### config.mk
export PLATFORM = sky130hd
export DESIGN_NAME = led_matrix_row_scanner_core
export DESIGN_NICKNAME = d
export VERILOG_FILES = /design/src/sv/lmrs_pkg.sv /design/src/sv/lmrs_frame.sv /design/src/sv/led_matrix_row_scanner_core.sv
export SDC_FILE = /design/constraint.sdc
export NUM_CORES = 1
export LEC_CHECK = 0
export BUFFER_PORTS_ARGS = -buffer_cell sky130_fd_sc_hd__buf_2
export CORE_MARGIN = 2
export CORE_UTILIZATION = 45
export CTS_BUF_LIST = sky130_fd_sc_hd__clkbuf_8
export DETAILED_ROUTE_END_ITERATION = 7
export HOLD_SLACK_MARGIN = 0.15
export PLACE_DENSITY = 0.6
export REMOVE_ABC_BUFFERS = 1
export SLEW_MARGIN = 25
export SYNTH_ARGS = -nofsm -noshare
export SYNTH_HDL_FRONTEND = slang
export SYNTH_SLANG_ARGS = --single-unit
### constraint.sdc
create_clock -name clk -period 4.1 [get_ports clk]
set_clock_uncertainty 0.1 [all_clocks]
set_input_delay 0.615 -clock clk [delete_from_list [all_inputs] [get_ports clk]]
set_output_delay 0.615 -clock clk [all_outputs]
set_load 0.05 [all_outputs]
### src/sv/lmrs_pkg.sv
// ----------------------------------------------------------------------------
// lmrs_pkg
// Shared types and constants for the LED matrix row scanner: register
// indexes, field widths, item kinds, chain codes and scanner states.
// ----------------------------------------------------------------------------
package lmrs_pkg;

  // fixed field widths
  localparam int CFG_COLS_W = 5;
  localparam int CFG_ROWS_W = 4;
  localparam int CFG_DATA_W = 5;
  localparam int CFG_IDX_W  = 1;
  localparam int PIX_W      = 6;

  // configuration register indexes
  localparam logic [CFG_IDX_W-1:0] REG_COLUMNS = 1'b0;
  localparam logic [CFG_IDX_W-1:0] REG_ROWS    = 1'b1;

  // reset values of the configuration registers
  localparam logic [CFG_COLS_W-1:0] COLS_RESET = 5'd16;
  localparam logic [CFG_ROWS_W-1:0] ROWS_RESET = 4'd8;

  // item kinds
  localparam logic KIND_WRITE   = 1'b0;
  localparam logic KIND_ADVANCE = 1'b1;

  // shift chain select
  localparam logic CHAIN_COL = 1'b0;
  localparam logic CHAIN_ROW = 1'b1;

  // scanner states
  typedef enum logic [1:0] {
    S_IDLE,
    S_ZERO,
    S_TOKEN,
    S_PIX
  } scan_state_t;

endpackage

### src/sv/lmrs_frame.sv
// ----------------------------------------------------------------------------
// lmrs_frame
// Monochrome frame store in flip-flops: one word of column bits per row,
// single-pixel set or clear, one whole row read at a time.
// ----------------------------------------------------------------------------
module lmrs_frame
  import lmrs_pkg::*;
#(
  parameter int MAX_COLUMNS = 16,
  parameter int MAX_ROWS    = 8
) (
  input  logic                                            clk,
  input  logic                                            rst_n,
  input  logic                                            wr_en,
  input  logic [((MAX_ROWS > 1) ? $clog2(MAX_ROWS) : 1)-1:0]       wr_row,
  input  logic [((MAX_COLUMNS > 1) ? $clog2(MAX_COLUMNS) : 1)-1:0] wr_col,
  input  logic                                            wr_on,
  input  logic [((MAX_ROWS > 1) ? $clog2(MAX_ROWS) : 1)-1:0]       rd_row,
  output logic [MAX_COLUMNS-1:0]                          rd_bits
);

  logic [MAX_COLUMNS-1:0] store_r [MAX_ROWS];

  // pixel write, cleared to all dark at reset
  always_ff @(posedge clk) begin
    if (!rst_n) begin
      for (int r = 0; r < MAX_ROWS; r++) begin
        store_r[r] <= '0;
      end
    end else if (wr_en) begin
      store_r[wr_row][wr_col] <= wr_on;
    end
  end

  // row read
  assign rd_bits = store_r[rd_row];

endmodule

### src/sv/led_matrix_row_scanner_core.sv
// ----------------------------------------------------------------------------
// led_matrix_row_scanner_core
// Frame store plus multiplexed row scanner feeding a column and a row chain.
// ----------------------------------------------------------------------------
// A write item gives no result; writes outside the wired columns or rows
// are dropped. An advance item steps the row counter and then streams
// 2*C+1 result items, C being the wired column count (33 at sixteen
// columns): C blanking zeros to the column chain, the row token to the row
// chain, then the new row's pixels from column zero. Results leave one per
// cycle through the output register while out_ready holds; a new item is
// taken once the last bit is generated, while that bit may still wait in
// the output register.
// ----------------------------------------------------------------------------
module led_matrix_row_scanner_core
  import lmrs_pkg::*;
#(
  parameter int MAX_COLUMNS = 16,
  parameter int MAX_ROWS    = 8
) (
  input  logic                  clk,
  input  logic                  rst_n,
  // configuration
  input  logic                  cfg_we,
  input  logic [CFG_IDX_W-1:0]  cfg_index,
  input  logic [CFG_DATA_W-1:0] cfg_data,
  // input items
  input  logic                  in_valid,
  output logic                  in_ready,
  input  logic                  in_kind,
  input  logic [PIX_W-1:0]      in_pixel_x,
  input  logic [PIX_W-1:0]      in_pixel_y,
  input  logic                  in_pixel_on,
  // result items
  output logic                  out_valid,
  input  logic                  out_ready,
  output logic                  out_chain,
  output logic                  out_bit_out,
  output logic                  out_latch_after,
  output logic                  out_last
);

  localparam int RW    = (MAX_ROWS > 1) ? $clog2(MAX_ROWS) : 1;
  localparam int CW    = (MAX_COLUMNS > 1) ? $clog2(MAX_COLUMNS) : 1;
  localparam int CNTW  = $clog2(MAX_COLUMNS + 1);
  localparam int ROWSW = $clog2(MAX_ROWS + 1);

  // configuration registers
  logic [CFG_COLS_W-1:0] cols_cfg_r;
  logic [CFG_ROWS_W-1:0] rows_cfg_r;

  always_ff @(posedge clk) begin
    if (!rst_n) begin
      cols_cfg_r <= COLS_RESET;
      rows_cfg_r <= ROWS_RESET;
    end else if (cfg_we) begin
      unique case (cfg_index)
        REG_COLUMNS: cols_cfg_r <= cfg_data;
        REG_ROWS:    rows_cfg_r <= cfg_data[CFG_ROWS_W-1:0];
        default:     ;
      endcase
    end
  end

  // effective geometry
  logic [CNTW-1:0]  eff_cols;
  logic [ROWSW-1:0] eff_rows;

  always_comb begin
    if (int'(cols_cfg_r) > MAX_COLUMNS) begin
      eff_cols = CNTW'(MAX_COLUMNS);
    end else begin
      eff_cols = CNTW'(cols_cfg_r);
    end
    if (rows_cfg_r == '0) begin
      eff_rows = ROWSW'(1);
    end else if (int'(rows_cfg_r) > MAX_ROWS) begin
      eff_rows = ROWSW'(MAX_ROWS);
    end else begin
      eff_rows = ROWSW'(rows_cfg_r);
    end
  end

  // handshake decode
  scan_state_t state_r, state_nxt;
  logic        in_fire;
  logic        adv_fire;
  logic        wr_fire;
  logic        gen_go;
  logic        out_valid_r, out_valid_nxt;

  assign in_ready = (state_r == S_IDLE);
  assign in_fire  = in_valid && in_ready;
  assign adv_fire = in_fire && (in_kind == KIND_ADVANCE);
  assign gen_go   = (state_r != S_IDLE) && (!out_valid_r || out_ready);

  // pixel write range check
  assign wr_fire = in_fire && (in_kind == KIND_WRITE)
                   && (in_pixel_x < PIX_W'(eff_cols))
                   && (in_pixel_y < PIX_W'(eff_rows));

  // row counter step with wrap
  logic [RW-1:0]    scan_row_r;
  logic [ROWSW-1:0] row_inc;
  logic [RW-1:0]    next_row;

  assign row_inc  = ROWSW'(scan_row_r) + ROWSW'(1);
  assign next_row = (row_inc >= eff_rows) ? '0 : RW'(row_inc);

  always_ff @(posedge clk) begin
    if (!rst_n) begin
      scan_row_r <= '0;
    end else if (adv_fire) begin
      scan_row_r <= next_row;
    end
  end

  // frame store
  logic [MAX_COLUMNS-1:0] rd_bits;

  lmrs_frame #(
    .MAX_COLUMNS (MAX_COLUMNS),
    .MAX_ROWS    (MAX_ROWS)
  ) u_frame (
    .clk     (clk),
    .rst_n   (rst_n),
    .wr_en   (wr_fire),
    .wr_row  (RW'(in_pixel_y)),
    .wr_col  (CW'(in_pixel_x)),
    .wr_on   (in_pixel_on),
    .rd_row  (next_row),
    .rd_bits (rd_bits)
  );

  // row shift register and bit counter
  logic [MAX_COLUMNS-1:0] row_sh_r;
  logic [CNTW-1:0]        cnt_r;
  logic                   col_end;
  logic                   row_zero_r;

  assign col_end = (cnt_r == CNTW'(eff_cols - CNTW'(1)));

  always_ff @(posedge clk) begin
    if (adv_fire) begin
      row_sh_r   <= rd_bits;
      row_zero_r <= (next_row == '0);
    end else if (gen_go && (state_r == S_PIX)) begin
      row_sh_r   <= row_sh_r >> 1;
    end
  end

  always_ff @(posedge clk) begin
    if (!rst_n) begin
      cnt_r <= '0;
    end else if (adv_fire) begin
      cnt_r <= '0;
    end else if (gen_go) begin
      if (state_r == S_TOKEN || col_end) begin
        cnt_r <= '0;
      end else begin
        cnt_r <= cnt_r + CNTW'(1);
      end
    end
  end

  // next state
  always_comb begin
    state_nxt = state_r;
    unique case (state_r)
      S_IDLE: begin
        if (adv_fire) begin
          state_nxt = (eff_cols == '0) ? S_TOKEN : S_ZERO;
        end
      end
      S_ZERO: begin
        if (gen_go && col_end) begin
          state_nxt = S_TOKEN;
        end
      end
      S_TOKEN: begin
        if (gen_go) begin
          state_nxt = (eff_cols == '0) ? S_IDLE : S_PIX;
        end
      end
      S_PIX: begin
        if (gen_go && col_end) begin
          state_nxt = S_IDLE;
        end
      end
      default: state_nxt = S_IDLE;
    endcase
  end

  always_ff @(posedge clk) begin
    if (!rst_n) begin
      state_r <= S_IDLE;
    end else begin
      state_r <= state_nxt;
    end
  end

  // result bit for the current state
  logic gen_chain, gen_bit, gen_latch, gen_last;

  always_comb begin
    gen_chain = CHAIN_COL;
    gen_bit   = 1'b0;
    gen_latch = 1'b0;
    gen_last  = 1'b0;
    unique case (state_r)
      S_IDLE: ;
      S_ZERO: begin
        gen_latch = col_end;
      end
      S_TOKEN: begin
        gen_chain = CHAIN_ROW;
        gen_bit   = row_zero_r;
        gen_latch = 1'b1;
        gen_last  = (eff_cols == '0);
      end
      S_PIX: begin
        gen_bit   = row_sh_r[0];
        gen_latch = col_end;
        gen_last  = col_end;
      end
      default: ;
    endcase
  end

  // output register
  logic out_chain_r, out_bit_r, out_latch_r, out_last_r;

  always_comb begin
    if (gen_go) begin
      out_valid_nxt = 1'b1;
    end else if (out_ready) begin
      out_valid_nxt = 1'b0;
    end else begin
      out_valid_nxt = out_valid_r;
    end
  end

  always_ff @(posedge clk) begin
    if (!rst_n) begin
      out_valid_r <= 1'b0;
    end else begin
      out_valid_r <= out_valid_nxt;
    end
  end

  always_ff @(posedge clk) begin
    if (gen_go) begin
      out_chain_r <= gen_chain;
      out_bit_r   <= gen_bit;
      out_latch_r <= gen_latch;
      out_last_r  <= gen_last;
    end
  end

  assign out_valid       = out_valid_r;
  assign out_chain       = out_chain_r;
  assign out_bit_out     = out_bit_r;
  assign out_latch_after = out_latch_r;
  assign out_last        = out_last_r;

  // checks
  a_row_in_range: assert property (@(posedge clk) disable iff (!rst_n)
    int'(scan_row_r) < MAX_ROWS)
    else $error("scan row beyond store depth");

  a_adv_starts: assert property (@(posedge clk) disable iff (!rst_n)
    adv_fire |=> (state_r != S_IDLE))
    else $error("advance item did not start a run");

  a_last_latches: assert property (@(posedge clk) disable iff (!rst_n)
    (out_valid && out_last) |-> out_latch_after)
    else $error("final bit without latch");

  a_token_latches: assert property (@(posedge clk) disable iff (!rst_n)
    (out_valid && (out_chain == CHAIN_ROW)) |-> out_latch_after)
    else $error("row token without latch");

endmodule
==> results of run 1 <==
## Yosys cell counts (all sizes together)
cell	instances
a2111oi	12
a211o	4
a211oi	2
a21boi	5
a21o	2
a21oi	8
a221o	12
a2bb2oi	1
a31oi	1
and2	4
and3	1
buf	7
clkbuf	96
dfxtp	20
edfxtp	149
ha	14
inv	11
mux2	12
mux2i	19
nand2	66
nand2b	20
nand3	20
nand3b	2
nand4	7
nor2	14
nor2b	22
nor3	12
nor3b	2
nor4	130
nor4b	1
o211a	1
o211ai	14
o21a	5
o21ai	146
o21bai	4
o221ai	1
o22ai	31
o311ai	2
o31a	1
or2	3
or2b	1
or3b	1
xnor2	3
xor2	5
## registers in the layout, indices dropped and copies added (netlist names)
register	count
out_latch_after	1
u_frame.store_r	128
rows_cfg_r	4
cols_cfg_r	5
out_valid	1
out_last	1
state_r	2
row_sh_r	16
out_chain	1
cnt_r	5
scan_row_r	3
out_bit_out	1
row_zero_r	1
## path summary, 6_finish.rpt
path | to | depth (start not counted) | startpoint
worst max register to register | row_sh_r[1] | 11 | scan_row_r[0]
worst max-delay path | row_sh_r[1] | 11 | scan_row_r[0]
worst min register to register | rows_cfg_r[0] | 2 | rows_cfg_r[0]
worst min-delay path | cols_cfg_r[4] | 3 | cfg_data[4]
## layout make-up
class | count | share of cell area
Inverter | 11 | 0.00421
Clock inverter | 15 | 0.0171
Multi-Input combinational cell | 611 | 0.393
Timing Repair Buffer | 47 | 0.0303
Sequential cell | 169 | 0.497
Tap cell | 270 | 0.0345
Clock buffer | 17 | 0.0239
## cells by family after synthesis
logic type      Yosys count
mux                      31
flops                   169
fa+ha+maj                14
simple gates            306
compound gates          252
buf+inv                 114
xor+xnor                  8
## cell usage in the layout (no fill, tap or decap), drive strengths merged, types with 3 or more instances in the layout
master / Yosys / final
edfxtp: 149 / 149
o22ai: 31 / 31
a21boi: 5 / 5
a221o: 12 / 12
inv: 11 / 16
nand3: 20 / 20
clkbuf: 96 / 17
nor2: 14 / 14
buf: 7 / 47
o21bai: 4 / 4
mux2: 12 / 12
nand2: 66 / 66
nor4: 130 / 130
ha: 14 / 14
nand2b: 20 / 20
o21a: 5 / 5
nand4: 7 / 7
a2111oi: 12 / 12
clkinv: 0 / 7
mux2i: 19 / 19
xnor2: 3 / 3
o21ai: 146 / 146
or2: 3 / 3
a211o: 4 / 4
xor2: 5 / 5
and2: 4 / 4
a21oi: 8 / 8
nor2b: 22 / 22
nor3: 12 / 12
o211ai: 14 / 14
dfxtp: 20 / 20
## worst max-delay path, cell delays in order, from the launching register on
cell,delay (ns)
dfxtp_1,0.36
ha_2,0.20
xnor2_1,0.29
inv_1,0.14
ha_1,0.32
o21a_1,0.11
nor2_1,0.06
nor2_2,0.80
buf_4,0.34
o22ai_1,0.10
a2111oi_0,0.48
a211o_1,0.17
## report_power, final
group / internal [mW] / switching [mW] / total [mW]
logic: 0.154 / 0.378 / 0.533
clock network: 0.555 / 0.689 / 1.24
registers: 1.94 / 0.0289 / 1.97
## routing by layer
metal / share of wire / global-route usage / vias up
li1: - / - / 3411
met1: 0.41 / 0.340 / 3787
met2: 0.49 / 0.418 / 344
met3: 0.074 / 0.0406 / 35
met4: 0.017 / 0.0811 / 0
met5: 0 / 0 / -
==> flow_summary.yaml, run 1 <==
floorplanning:
  rows: 52
  die_w_um: 147
  initial_core_util: 0.455
  io_pins: 31
  core_mm2: 0.0201
  die_area_mm2: 0.0215
  fp.dieH_um: 147
cells_and_area:
  final_core_util: 0.487
  fillers: 1842
  register_area_mm2: 0.00487
  drive_gt1_frac: 0.118
  syn_to_final_growth_pct: 7.20
  final_cells: 1140
  multi_input_comb_area_mm2: 0.00385
  layout.nets: 896
  final_area_mm2: 0.00980
  diodes: 0
route:
  vias_per_cell: 6.65
  post-route-drc-count: 0
  drtIter0Drc: 1068
  wire_per_inst_um: 23.5
  ant_nets: 0
  drt_wl_total_mm: 26.8
  dr.pass1.iters: 6
  vias: 7577
pwr:
  report.power.total_mw: 3.74
  vdd_ir_drop_max_v: 0.000198
  leakagePower_nw: 3.08
  p_per_area_mw_per_mm2: 382
placed_design:
  placed_area_mm2: 0.00939
  dpl.hpwl_mm: 15.7
  dp.cells: 1107
  place_congestion: 0.898
  dp_slack_ns: 0.509
  portBuffers: 30
synthesis:
  synth.distinct_cells: 52
  seq_area_frac_synth: 0.533
  synthesis.instances: 894
  synth-adder-area-share: 0.0192
  synth.area.mux_share: 0.0356
  synth_area_mm2: 0.00914
  postSynthAreaPerCell_um2: 10.2
  synth-xor-area-share: 0.00766
  synth_area_leaders: "edfxtp_1 (49%), nor4_1 (8.9%), o21ai_0 (7.9%)"
  synth_top_family_by_area: "simple AND/OR/NAND/NOR gates"
  synth_compound_area_frac: 0.171
  synth_top_area_share: 0.489
  yosysTopAreaCell: "edfxtp_1"
  synth_warnings: 0
  synthSimpleGateAreaFrac: 0.185
  synth_seq_cells: 169
global_route:
  grtUsageTotal: 0.252
  antenna_found_initial: 0
  grt_max_degree: 129
  grt_pass1_vias: 7272
  grt_remaining_overflow: 0
  grt_pass1_wl_mm: 41.8
timing:
  fin_hold_ws_ns: 0.277
  fin_crit_sh: 0.879
  setup_violations: 0
  slew_headroom: 0.240
  hold_viol: 0
  fmax_mhz: 277
  worst_slack_ns: 0.496
  tns_ns: 0
  tightest_slew_ns: 1.14
  min_period_ns: 3.60
  final_max_slew_viol_count: 0
  rsz0062_at_grt: "false"
worst_hold_path:
  hold_path.class: "in -> reg"
worst_setup_path:
  crit_required_ns: 4.34
  worstPathMaxFanout: 20
  critPathArrivalTime_ns: 3.84
  r2r_slack_ns: 0.50
  start_kind: "flop"
  endpoint_kind: "flop"
  crit_type: "reg -> reg"
status:
  status: "finished clean"
cts:
  cts.clk_slew.worst_paths_ns: 0.10
  clock-sinks: 169
  cts_tree: "yes"
  clk_latency_ns: 0.47
  cts_root_buffer: "clkbuf_8"
  holdBufCountCts: 0
  cts.htree.levels: 4
  cts_buffers: 17
  clockBufferDepth: 2
  cts_resized: 0
  postCtsSetupBuffers: 0
job:
  drv_cap: 0
Note: power is estimated with default switching activity, not from simulation.
==> run 2, diff against run 1 <==
--- a/config.mk
+++ b/config.mk
@@ -16,4 +16,5 @@
 export SLEW_MARGIN = 25
 export SYNTH_ARGS = -nofsm -noshare
 export SYNTH_HDL_FRONTEND = slang
+export SYNTH_HIERARCHICAL = 1
 export SYNTH_SLANG_ARGS = --single-unit
==> run 2 against run 1 <==
Effect of this change: register-to-register slack got worse by 0.24 ns; largest cell class unchanged; highest routed layer unchanged; hold slack better by 0.033 ns; critical path type unchanged; flip-flop and latch count is the same; critical endpoint is now row_sh_r[9]; routed wire length decreased by 13%; core utilization shrank 0.66 points.
==> flow_summary.yaml, run 2 <==
global_route:
  grtUsageTotal: 0.216
  grt_pass1_vias: 6646
  grt_remaining_overflow: 0
  grt_pass1_wl_mm: 36.6
  grt_max_degree: 137
  antenna_found_initial: 0
timing:
  rsz0062_at_grt: "false"
  final_max_slew_viol_count: 0
  fmax_mhz: 260
  slew_headroom: 0.305
  setup_violations: 0
  min_period_ns: 3.84
  tightest_slew_ns: 1.04
  fin_crit_sh: 0.937
  hold_viol: 0
synthesis:
  synth_top_area_share: 0.471
  synthFlopType: "edfxtp_1"
  synth.distinct_cells: 57
  async_reset_ff_frac: 0
  synth_edf_count: 149
  synth_warnings: 6
  seq_area_frac_synth: 0.513
  yosysTopAreaCell: "edfxtp_1"
  postSynthAreaPerCell_um2: 11.7
  synth_seq_cells: 169
  synth_area_mm2: 0.00950
  synth.most_common_cell: "edfxtp_1"
  synthesis.instances: 815
  synth_area_leaders: "edfxtp_1 (47%), o31ai_1 (8.6%), mux4_1 (7.7%)"
  synthTopCellsByCount: "edfxtp_1 (149), nor3_1 (130), o31ai_1 (109)"
worst_setup_path:
  crit_required_ns: 4.24
  endpoint_kind: "flop"
  r2r_slack_ns: 0.26
  critical_path_buf_inv_count: 1
  crit-reg2reg-capture: "row_sh_r[9]"
  reg2regPathDepth: 11
  critPathSlowestCell: "mux4_1"
  start_kind: "flop"
  worstReg2RegStart: "scan_row_r[0]"
  worstPathMaxFanout: 18
  path_cells: "ha_1, xor2_1, ha_1, a21o_1, a21oi_1, nor2b_4, buf_12, mux4_1, mux2_2, nand2_1, nand2_1"
  critPathArrivalTime_ns: 3.98
  crit_type: "reg -> reg"
  cpPeakStageDelay_ns: 0.64
  crit_family: "multiplexers"
route:
  drt_wl_total_mm: 23.2
  wire_per_inst_um: 22.1
  vias: 6705
  ant_nets: 0
  dr.pass1.iters: 6
  post-route-drc-count: 0
  vias_per_cell: 6.38
  drtIter0Drc: 627
pwr:
  leakagePower_nw: 3.29
  report.power.total_mw: 4.01
  vdd_ir_drop_max_v: 0.000224
  p_per_area_mw_per_mm2: 399
placed_design:
  portBuffers: 30
  dp.cells: 1019
  dpl.hpwl_mm: 13.5
  place_congestion: 0.821
floorplanning:
  initial_core_util: 0.455
  die_area_mm2: 0.0223
  rows: 53
  io_pins: 31
  fp.dieH_um: 149
  die_w_um: 149
  core_mm2: 0.0209
cts:
  cts.htree.levels: 4
  clockBufferDepth: 2
  clk_latency_ns: 0.48
  cts_tree: "yes"
  clock-sinks: 169
  cts.clk_slew.worst_paths_ns: 0.09
  cts_root_buffer: "clkbuf_8"
  cts_resized: 0
  cts_buffers: 17
  holdBufCountCts: 0
  postCtsSetupBuffers: 0
worst_hold_path:
  hold_path.startpoint: "cfg_data[2]"
  hold_path.class: "in -> reg"
  holdPathStages: 3
  hold_end: "rows_cfg_r[2]"
cells_and_area:
  diodes: 0
  regMostFlops: "u_frame/store_r"
  largest_reg_flops: 128
  multi_input_comb_area_mm2: 0.00411
  final_cells: 1051
  register_area_mm2: 0.00487
  final_cell_mix: "edfxtp_1 (149), nor3_1 (130), o31ai_1 (109), nand2_1 (73), buf_2 (29)"
  syn_to_final_growth_pct: 5.76
  fillers: 1861
  layout.nets: 802
  reg_top3: "u_frame/store_r: 128 flops, row_sh_r: 16 flops"
  drive_gt1_frac: 0.162
  layout_commonest_cell: "edfxtp_1"
status:
  status: "finished clean"
job:
  drv_cap: 0
## run 2: changes by cell type in the layout (fill, tap and decap cells not counted), moves of 20 or more
cell / delta
o22ai_1: -29
o21ai_0: -137
mux4_1: +28
nor4_1: -128
nor2b_1: -22
o31ai_2: +20
o31ai_1: +109
nor3_1: +118
## run 2: layout make-up
class / count / share of cell area
flip-flops and latches: 169 / 0.485
well taps: 275 / 0.0343
multi-input cells: 523 / 0.409
clock inverters: 15 / 0.0143
clock buffers: 17 / 0.0233
repair buffers: 44 / 0.0306
inverters: 8 / 0.00299
## run 2: cell families (layout without fill, tap and decap cells)
family,Yosys count,after routing,synth area share
buffers and inverters,123,84,0.0586
adders and majority gates,14,14,0.0184
DFF,169,169,0.513
and+or+nand+nor,279,279,0.148
AOI/OAI and AO/OA,171,171,0.145
muxes,54,54,0.112
xor gates and xnor gates,5,5,0.00461
## run 2: worst max path at each step
stage,startpoint,to,slack (ns),cells past startpoint
finish,scan_row_r[0],row_sh_r[9],0.26,11
global route,scan_row_r[0],row_sh_r[7],0.05,11
CTS,scan_row_r[0],row_sh_r[7],0.23,11
detailed placement,scan_row_r[0],row_sh_r[7],0.28,11
global placement,scan_row_r[0],row_sh_r[9],0.40,11
floorplan,scan_row_r[0],row_sh_r[15],-0.81,9
## run 2: worst min-delay path, stage by stage
cell and delay [ns]:
buf_2 0.11, nand3_1 0.06, a21oi_1 0.05
## run 2: power by group
| part | internal [mW] | switching (mW) |
|---|---|---|
| sequential | 2.01 | 0.0602 |
| combinational | 0.272 | 0.506 |
| clock | 0.491 | 0.670 |
| total | 2.78 | 1.24 |
## run 2: layer usage
layer  wire (um)  GRT usage
met1        9610      0.277
met2       11400      0.361
met3        1490     0.0413
met4         657     0.0886
met5           0          0
## run 2: through the flow
stage	area (um^2)	TNS (ns)	setup slack (ns)	utilization	hold WS [ns]
6_report	10000	0	0.259	0.481	0.310
3_3_place_gp	9650	0	0.397	0.462	0.351
3_5_place_dp	9670	0	0.279	0.463	0.363
5_1_grt	10000	0	0.0486	0.481	0.300
2_1_floorplan	8970	-37.23	-0.813	-	0.337
4_1_cts	10000	0	0.226	0.481	0.291
==> run 3, diff against run 2 <==
--- a/config.mk
+++ b/config.mk
@@ -12,7 +12,6 @@
 export DETAILED_ROUTE_END_ITERATION = 7
 export HOLD_SLACK_MARGIN = 0.15
 export PLACE_DENSITY = 0.6
-export REMOVE_ABC_BUFFERS = 1
 export SLEW_MARGIN = 25
 export SYNTH_ARGS = -nofsm -noshare
 export SYNTH_HDL_FRONTEND = slang
==> run 3 against run 2 <==
Effect of this change: fmax increased by 2.4%; routed wire length increased by 3.2%; flip-flop and latch count unchanged; global-route usage increased by 0.76 points; hold slack got worse by 0.030 ns; via count increased by 0.63%; clock power increased by 4%; cell count increased by 0.57%; combinational power decreased by 0.9%; cell area increased by 0.31%; critical path type unchanged.
==> flow_summary.yaml, run 3 (synthesis gave the netlist of run 2 again) <==
worst_setup_path:
  critical_path_buf_inv_count: 1
  crit_required_ns: 4.20
  critPathSlowestCell: "mux4_1"
  crit_type: "reg -> reg"
  critPathArrivalTime_ns: 3.85
  start_kind: "flop"
  worstPathMaxFanout: 32
  reg2regPathDepth: 11
  worstReg2RegStart: "scan_row_r[0]"
  crit-reg2reg-capture: "row_sh_r[12]"
  endpoint_kind: "flop"
  r2r_slack_ns: 0.35
  cpPeakStageDelay_ns: 0.68
  path_cells: "ha_1, ha_1, a21o_1, a21o_1, a21oi_2, nor2b_4, buf_12, mux4_1, mux2_2, nand2_1, nand2_1"
  crit_family: "multiplexers"
route:
  post-route-drc-count: 0
  vias: 6747
  drt_wl_total_mm: 23.9
  dr.pass1.iters: 5
  wire_per_inst_um: 22.6
  drtIter0Drc: 670
  vias_per_cell: 6.38
  ant_nets: 0
cells_and_area:
  layout.nets: 808
  regMostFlops: "u_frame/store_r"
  drive_gt1_frac: 0.169
  largest_reg_flops: 128
  multi_input_comb_area_mm2: 0.00410
  reg_top3: "u_frame/store_r: 128 flops, row_sh_r: 16 flops"
  fillers: 1870
  diodes: 0
  syn_to_final_growth_pct: 6.09
  final_cells: 1057
  layout_commonest_cell: "edfxtp_1"
  final_cell_mix: "edfxtp_1 (149), nor3_1 (130), o31ai_1 (109), nand2_1 (73), buf_2 (29)"
  register_area_mm2: 0.00487
pwr:
  p_int_mw: 2.87
  leakagePower_nw: 3.32
  swShare: 0.292
  comb_power_share: 0.190
  pwr-share-seq: 0.511
  vdd_ir_drop_max_v: 0.000211
  p_switching_mw: 1.18
  p_per_area_mw_per_mm2: 402
  power_frac_clock: 0.298
worst_hold_path:
  holdPathStages: 3
  hold_path.startpoint: "cfg_data[4]"
  hold_path.class: "in -> reg"
  hold_end: "cols_cfg_r[4]"
global_route:
  antenna_found_initial: 0
  use_met1: 0.295
  use_met2: 0.378
  grt_remaining_overflow: 0
  grt_pass1_vias: 6560
  grt_pass1_wl_mm: 37.7
  grtUsageTotal: 0.223
  grt-busiest-layer: "met2"
  grt_max_degree: 78
  grt_util_met3: 0.0336
cts:
  cts.htree.levels: 4
  holdBufCountCts: 0
  clk_latency_ns: 0.46
  cts.clk_slew.worst_paths_ns: 0.09
  postCtsSetupBuffers: 0
  cts_root_buffer: "clkbuf_8"
  cts_tree: "yes"
  cts_buffers: 17
  clockBufferDepth: 2
  clock-sinks: 169
timing:
  rsz0062_at_grt: "false"
  fmax_mhz: 267
  tns_ns: 0
  final_max_slew_viol_count: 0
  setup_violations: 0
  min_period_ns: 3.75
  tightest_slew_ns: 1.07
  hold_viol: 0
  slew_headroom: 0.283
  fin_crit_sh: 0.915
floorplanning:
  rows: 53
  io_pins: 31
  die_area_mm2: 0.0223
  initial_core_util: 0.455
  die_w_um: 149
  fp.dieH_um: 149
  core_mm2: 0.0209
synthesis:
  synth_nets: 854
placed_design:
  place_congestion: 0.812
  dpl.hpwl_mm: 13.9
  dp.cells: 1024
  portBuffers: 30
job:
  drv_cap: 0
status:
  status: "finished clean"
[run 3: cell types whose count changed in the layout (fill, tap and decap cells not counted), moves of 2 or more]
cell	delta
clkinv_2	+2
or3b_1	-2
buf_6	+2
or3b_2	+2
inv_8	-3
clkinv_1	+2
buf_12	-2
bufinv_16	+2
inv_6	-2
clkinvlp_4	-3
buf_4	+6
[run 3: power by group through the flow]
stage	Combinational (mW)	Sequential, mW	Clock [mW]
after CTS	0.771	2.07	1.22
final	0.771	2.07	1.21
after floorplan	0.517	2.16	0
after detailed placement	0.769	2.11	0
after global placement	0.746	2.11	0
after global routing	0.832	2.09	1.29
[run 3: worst max path at each step]
stage / slack [ns] / start / depth (start not counted) / end
final: 0.35 / scan_row_r[0] / 11 / row_sh_r[12]
after global routing: 0.15 / scan_row_r[0] / 11 / row_sh_r[12]
after CTS: 0.25 / scan_row_r[0] / 11 / row_sh_r[12]
after detailed placement: 0.26 / scan_row_r[0] / 11 / row_sh_r[12]
after global placement: 0.44 / scan_row_r[0] / 10 / row_sh_r[15]
after floorplan: 0.81 / scan_row_r[0] / 12 / row_sh_r[0]
[run 3: repair_timing]
item	4_1_cts	5_1_grt
endpoints found under the setup margin	0	3
hold endpoints to repair	0	0
gates resized for setup	0	1
[run 3: worst min-delay path, stage by stage]
cell and delay, ns:
buf_2 0.07, o21ai_0 0.07, nand2_1 0.06
[run 3: cell type report]
class                   count  area share
clock buffers              17      0.0232
repair buffers             50      0.0333
inverters                   8     0.00298
well taps                 275      0.0341
clock inverters            15      0.0159
flip-flops and latches    169       0.484
multi-input cells         523       0.407
[run 3: per-layer routing]
| layer | up-vias | share of wire |
|---|---|---|
| met3 | 30 | 0.059 |
| met2 | 241 | 0.50 |
| met1 | 3373 | 0.42 |
| li1 | 3103 | - |
| met4 | 0 | 0.019 |
| met5 | - | 0 |
[run 3: per-stage QoR]
stage / instance area (um^2) / power (mW) / hold slack (ns) / worst slack (ns) / util
global placement: 9650 / 2.85 / 0.350 / 0.439 / 0.462
floorplan: 9500 / 2.68 / 0.337 / 0.812 / -
detailed placement: 9670 / 2.88 / 0.366 / 0.260 / 0.463
finish: 10100 / 4.06 / 0.279 / 0.350 / 0.482
global route: 10100 / 4.21 / 0.281 / 0.151 / 0.482
CTS: 10100 / 4.06 / 0.259 / 0.246 / 0.482
